### config.mk
export PLATFORM = sky130hd
export DESIGN_NAME = dmc_ctrl
export DESIGN_NICKNAME = d
export VERILOG_FILES = /design/src/hdl/dmc_pkg.sv /design/src/hdl/dmc_ctrl.sv
export SDC_FILE = /design/constraint.sdc
export NUM_CORES = 1
export LEC_CHECK = 0
export BUFFER_PORTS_ARGS = -buffer_cell sky130_fd_sc_hd__clkbuf_2
export CAP_MARGIN = 40
export CELL_PAD_IN_SITES_DETAIL_PLACEMENT = 2
export CELL_PAD_IN_SITES_GLOBAL_PLACEMENT = 2
export CORE_AREA = 2 2 39 41
export DETAILED_ROUTE_END_ITERATION = 12
export DIE_AREA = 0 0 41 43
export PLACE_DENSITY = 0.56
export SYNTH_ARGS = -nofsm -noshare
export SYNTH_HDL_FRONTEND = slang
export SYNTH_SLANG_ARGS = --single-unit
### constraint.sdc
create_clock -name aclk -period 2.3 [get_ports aclk]
set_input_delay 0.575 -clock aclk [delete_from_list [all_inputs] [get_ports aclk]]
set_output_delay 0.575 -clock aclk [all_outputs]
set_load 0.1 [all_outputs]
### src/hdl/dmc_pkg.sv
// ----------------------------------------------------------------------------
// dmc_pkg
// Shared types and constants for the direct-mapped cache tag check block.
// ----------------------------------------------------------------------------
`default_nettype none

package dmc_pkg;

    localparam int ADDR_W     = 32;
    localparam int TAG_W      = 32;
    localparam int COUNT_W    = 32;
    localparam int LINE_OUT_W = 14;
    localparam int CFG_W      = 4;
    localparam int CFG_IDX_W  = 2;
    localparam int SPLIT_W    = 6;
    localparam int IB_W       = 5;

    // result word: hit, line_index, access_count, miss_count, one pad bit
    localparam int M_DATA_W   = 80;

    localparam logic [CFG_IDX_W-1:0] REG_OFFSET_BITS = 2'd0;
    localparam logic [CFG_IDX_W-1:0] REG_INDEX_BITS  = 2'd1;

    localparam logic [CFG_W-1:0] OFFSET_BITS_RST = 4'd4;
    localparam logic [CFG_W-1:0] INDEX_BITS_RST  = 4'd8;

    localparam logic [COUNT_W-1:0] COUNT_MAX = '1;

    typedef enum logic [1:0] {
        ST_CLEAR,
        ST_IDLE,
        ST_LOOKUP,
        ST_COMPARE
    } state_t;

    typedef struct packed {
        logic clear_step;
        logic capture;
        logic lookup;
        logic commit;
    } cmd_t;

    typedef struct packed {
        logic clear_last;
        logic out_free;
    } status_t;

endpackage

`default_nettype wire

### src/hdl/dmc_ctrl.sv
// ----------------------------------------------------------------------------
// dmc_ctrl
// Sequencer: tag memory clearing pass, then capture, lookup and compare/fill
// for one address at a time.
// ----------------------------------------------------------------------------
`default_nettype none

module dmc_ctrl (
    input  wire logic            aclk,
    input  wire logic            aresetn,
    input  wire logic            s_tvalid,
    output logic                 s_tready,
    input  wire dmc_pkg::status_t status,
    output dmc_pkg::cmd_t        cmd
);

    dmc_pkg::state_t state_reg;
    dmc_pkg::state_t state_next;

    always_ff @(posedge aclk) begin
        if (!aresetn) begin
            state_reg <= dmc_pkg::ST_CLEAR;
        end else begin
            state_reg <= state_next;
        end
    end

    always_comb begin
        state_next = state_reg;
        unique case (state_reg)
            dmc_pkg::ST_CLEAR: begin
                if (status.clear_last) state_next = dmc_pkg::ST_IDLE;
            end
            dmc_pkg::ST_IDLE: begin
                if (s_tvalid) state_next = dmc_pkg::ST_LOOKUP;
            end
            dmc_pkg::ST_LOOKUP: begin
                state_next = dmc_pkg::ST_COMPARE;
            end
            dmc_pkg::ST_COMPARE: begin
                // hold until the result register can take the new result
                if (status.out_free) state_next = dmc_pkg::ST_IDLE;
            end
            default: begin
                state_next = dmc_pkg::ST_CLEAR;
            end
        endcase
    end

    always_comb begin
        s_tready       = 1'b0;
        cmd.clear_step = 1'b0;
        cmd.capture    = 1'b0;
        cmd.lookup     = 1'b0;
        cmd.commit     = 1'b0;
        unique case (state_reg)
            dmc_pkg::ST_CLEAR: begin
                cmd.clear_step = 1'b1;
            end
            dmc_pkg::ST_IDLE: begin
                s_tready    = 1'b1;
                cmd.capture = s_tvalid;
            end
            dmc_pkg::ST_LOOKUP: begin
                cmd.lookup = 1'b1;
            end
            dmc_pkg::ST_COMPARE: begin
                cmd.commit = status.out_free;
            end
            default: begin
                cmd.clear_step = 1'b0;
            end
        endcase
    end

endmodule

`default_nettype wire

# Word-level counts from Yosys, hierarchy flattened
# Index checks and enable logic that the tools add are counted.
# totals
ff_bits	2
in_bits	5
word_cells	18
# classes
eq_ne	6
n_mux	9
reduce_logical	2
# ops
cell	count
$pmux 2 s4	1
$mux 2	3
$ne 2x2->1 const B	3
$mux 1	5
$eq 2x2->1 const B	2
$reduce_and 3->1	1
$eq 2x1->1 const B	1
$logic_not 2->1	1

# Depth between registers and ports, before layout
# logic_depth
depth_word	3
mapped_depth	4

# Worst setup path after synthesis
# Ideal clock, no wire load.
# synth_path
kind	register to output
from	register state_reg[1]
to	output cmd[2] in the netlist's numbering
arrival_ps	1849
required_ps	1725
path_slack_ps	-124
stages_incl_launch_ff	4
path_cell_list	dfxtp_1 inv_1 ha_1 and2_2
# synth_lines
element	line_no	source
start: declaration	dmc_ctrl.sv:17	dmc_pkg::state_t state_reg;
start signal: assignment	dmc_ctrl.sv:22	state_reg <= dmc_pkg::ST_CLEAR;
start signal: assignment	dmc_ctrl.sv:24	state_reg <= state_next;
end: declaration	dmc_ctrl.sv:14	output dmc_pkg::cmd_t cmd

==> results.toml <==
[status]
status = "finished, final reports clean"

[place]
routabilityCongestion = 0.524
dp_hpwl_um = 431
io_buffers = 9
place_area_um2 = 251

[clocking]
cts_hold_buf = 0
clkSlewWorstSetupHoldPaths_ns = 0.03
postCtsSetupBuffers = 0
cts_buffers = 3
cts-root-buf = "clkbuf_4"
h-tree-depth = 1
insertion_delay_ns = 0.22
cts_tree = "built"
cts_buffer_depth = 2
ctsResizeCount = 0
cts.sinks = 2

[final_layout]
fin_nets = 45
seq_area_um2 = 40.0
multi_input_area_um2 = 126
fillers = 164
largest_reg_flops = 2
drive_above_1_share = 0.455
synthToLayoutAreaGrowth_pct = 49.0
diodes = 0
final_area_um2 = 274

[setup_path]
critical-path-slowest-cell = "clkbuf_2"
crit_buf_inv = 2
crit_required_ns = 1.73
critPathTopFamily = "buffers and inverters"
cpPeakStageDelay_ns = 0.44
critPathMaxFanout = 4
end_kind = "primary output"
crit_chain = "inv_1 > ha_2 > and2_2 > clkbuf_2"
crit_type = "reg -> out"
cp.arrival_ns = 1.45
critPathLaunchType = "flip-flop"

[drt]
first_pass_iters = 4
num_vias = 182
routedWlPerCell_um = 10.1
wl_um = 496
drc = 0
ant_nets = 0
drt-vias-per-instance = 3.71
drt-initial-drc-count = 2

[logic_synthesis]
syn-num-nets = 31
avgSynthCellArea_um2 = 8.76
synth_cell_types = 10
synth_area_leaders = "ha_1 34%, dfxtp_1 22%, mux2i_1 11%, inv_1 8.2%, nand2_1 6.1%"
synth_warnings = 0
ys_seq_area_frac = 0.218
synth_area_um2 = 184
yosys.area.top_type = "ha_1"
synthCells = 21
ys_ff_latch = 2
synth.top_cell.area_share = 0.340

[global_routing]
grt-ovfl-total = 0
antenna_found_initial = 0
grt_use_total = 0.0731
grt_max_degree = 6
grt_first_pass_wirelength_um = 848
first_global_vias = 223

[sta]
min_period_ns = 2.02
hold_viol = 0
finClkSkew_ns = 0.00242
setup_viol = 0
rsz0062_at_grt = "no"
worstMarginPinSlew_ns = 0.543
slew_headroom = 0.640
drv_slew = 0
fmax_mhz = 494
fin_crit_sh = 0.880
setup_tns_ns = 0

[worst_hold_path]
hold_class = "reg -> reg"

[die]
core_area_um2 = 1380
io_pins = 10
dieArea_um2 = 1760
die_w_um = 41
rows = 14
start_util = 0.133
chipHeight_um = 43

[job]
drv_cap = 0
-- worst register-to-register path: cells and delay by family, from the launching register on --
family | cells | cell delay, ns
AO/OA/AOI/OAI | 1 | 0.51
adder cells (fa/ha/maj) | 1 | 0.22
buffers and inverters | 1 | 0.09
flip-flops | 1 | 0.41
multiplexers | 1 | 0.24
-- cell families (layout without fill, tap and decap cells) --
| group | count (synthesis) | after routing | share of synthesized area |
|---|---|---|---|
| multiplexers | 2 | 2 | 0.109 |
| adder cells (fa/ha/maj) | 5 | 5 | 0.340 |
| AND/OR/NAND/NOR | 6 | 6 | 0.170 |
| AO/OA/AOI/OAI | 1 | 1 | 0.0544 |
| buffers and inverters | 5 | 17 | 0.109 |
| flip-flops | 2 | 2 | 0.218 |
-- cells in the mapped netlist --
cell	number
and2_1	1
inv_1	4
nand2b_1	1
and2_2	1
a222oi_1	1
ha_1	5
nand2_1	3
mux2i_1	2
clkinvlp_2	1
dfxtp_1	2
-- metal layers --
layer / wire length (um) / GRT usage / vias up / share of wire
li1: - / - / 90 / -
met1: 197 / 0.0701 / 82 / 0.40
met2: 235 / 0.122 / 10 / 0.47
met3: 63 / 0.0471 / 0 / 0.13
met4: 0 / 0.0200 / 0 / 0
met5: 0 / 0 / - / 0
-- placed cells by master (no fill, tap or decap) --
cell / n
mux2i_1: 2
clkbuf_4: 3
and2_1: 1
nand2_1: 3
nand2b_1: 1
ha_1: 4
clkbuf_2: 9
a222oi_1: 1
clkinvlp_2: 1
inv_1: 4
dfxtp_1: 2
ha_2: 1
and2_2: 1
-- final cells by class --
class,instances,share of cell area
sequential,2,0.146
clock buffer,3,0.0822
timing repair buffer,9,0.164
tap,16,0.0731
inverter,5,0.0731
multi-input combinational,14,0.461
-- path summary, 6_finish.rpt --
path	startpoint	endpoint	slack [ns]	cells past startpoint
worst max-delay path	state_reg[1]$_SDFFE_PN0P_	cmd[2]	0.28	4
worst min-delay path	state_reg[1]$_SDFFE_PN0P_	state_reg[1]$_SDFFE_PN0P_	0.52	2
worst max register to register	state_reg[0]$_SDFFE_PN0P_	state_reg[0]$_SDFFE_PN0P_	0.76	4
worst min register to register	state_reg[1]$_SDFFE_PN0P_	state_reg[1]$_SDFFE_PN0P_	0.52	2
-- through the flow --
stage / hold slack, ns / setup WS (ns) / util / cells
5_1_grt: 0.556 / 0.194 / 0.198 / 49
3_3_place_gp: 0.498 / 0.498 / 0.182 / 46
4_1_cts: 0.532 / 0.258 / 0.198 / 49
2_1_floorplan: 0.468 / 0.209 / - / 21
3_5_place_dp: 0.527 / 0.472 / 0.182 / 46
6_report: 0.521 / 0.275 / 0.198 / 49
Power is not shown: default switching activity piles up to over one toggle a cycle in this logic, so the estimate is an artifact.
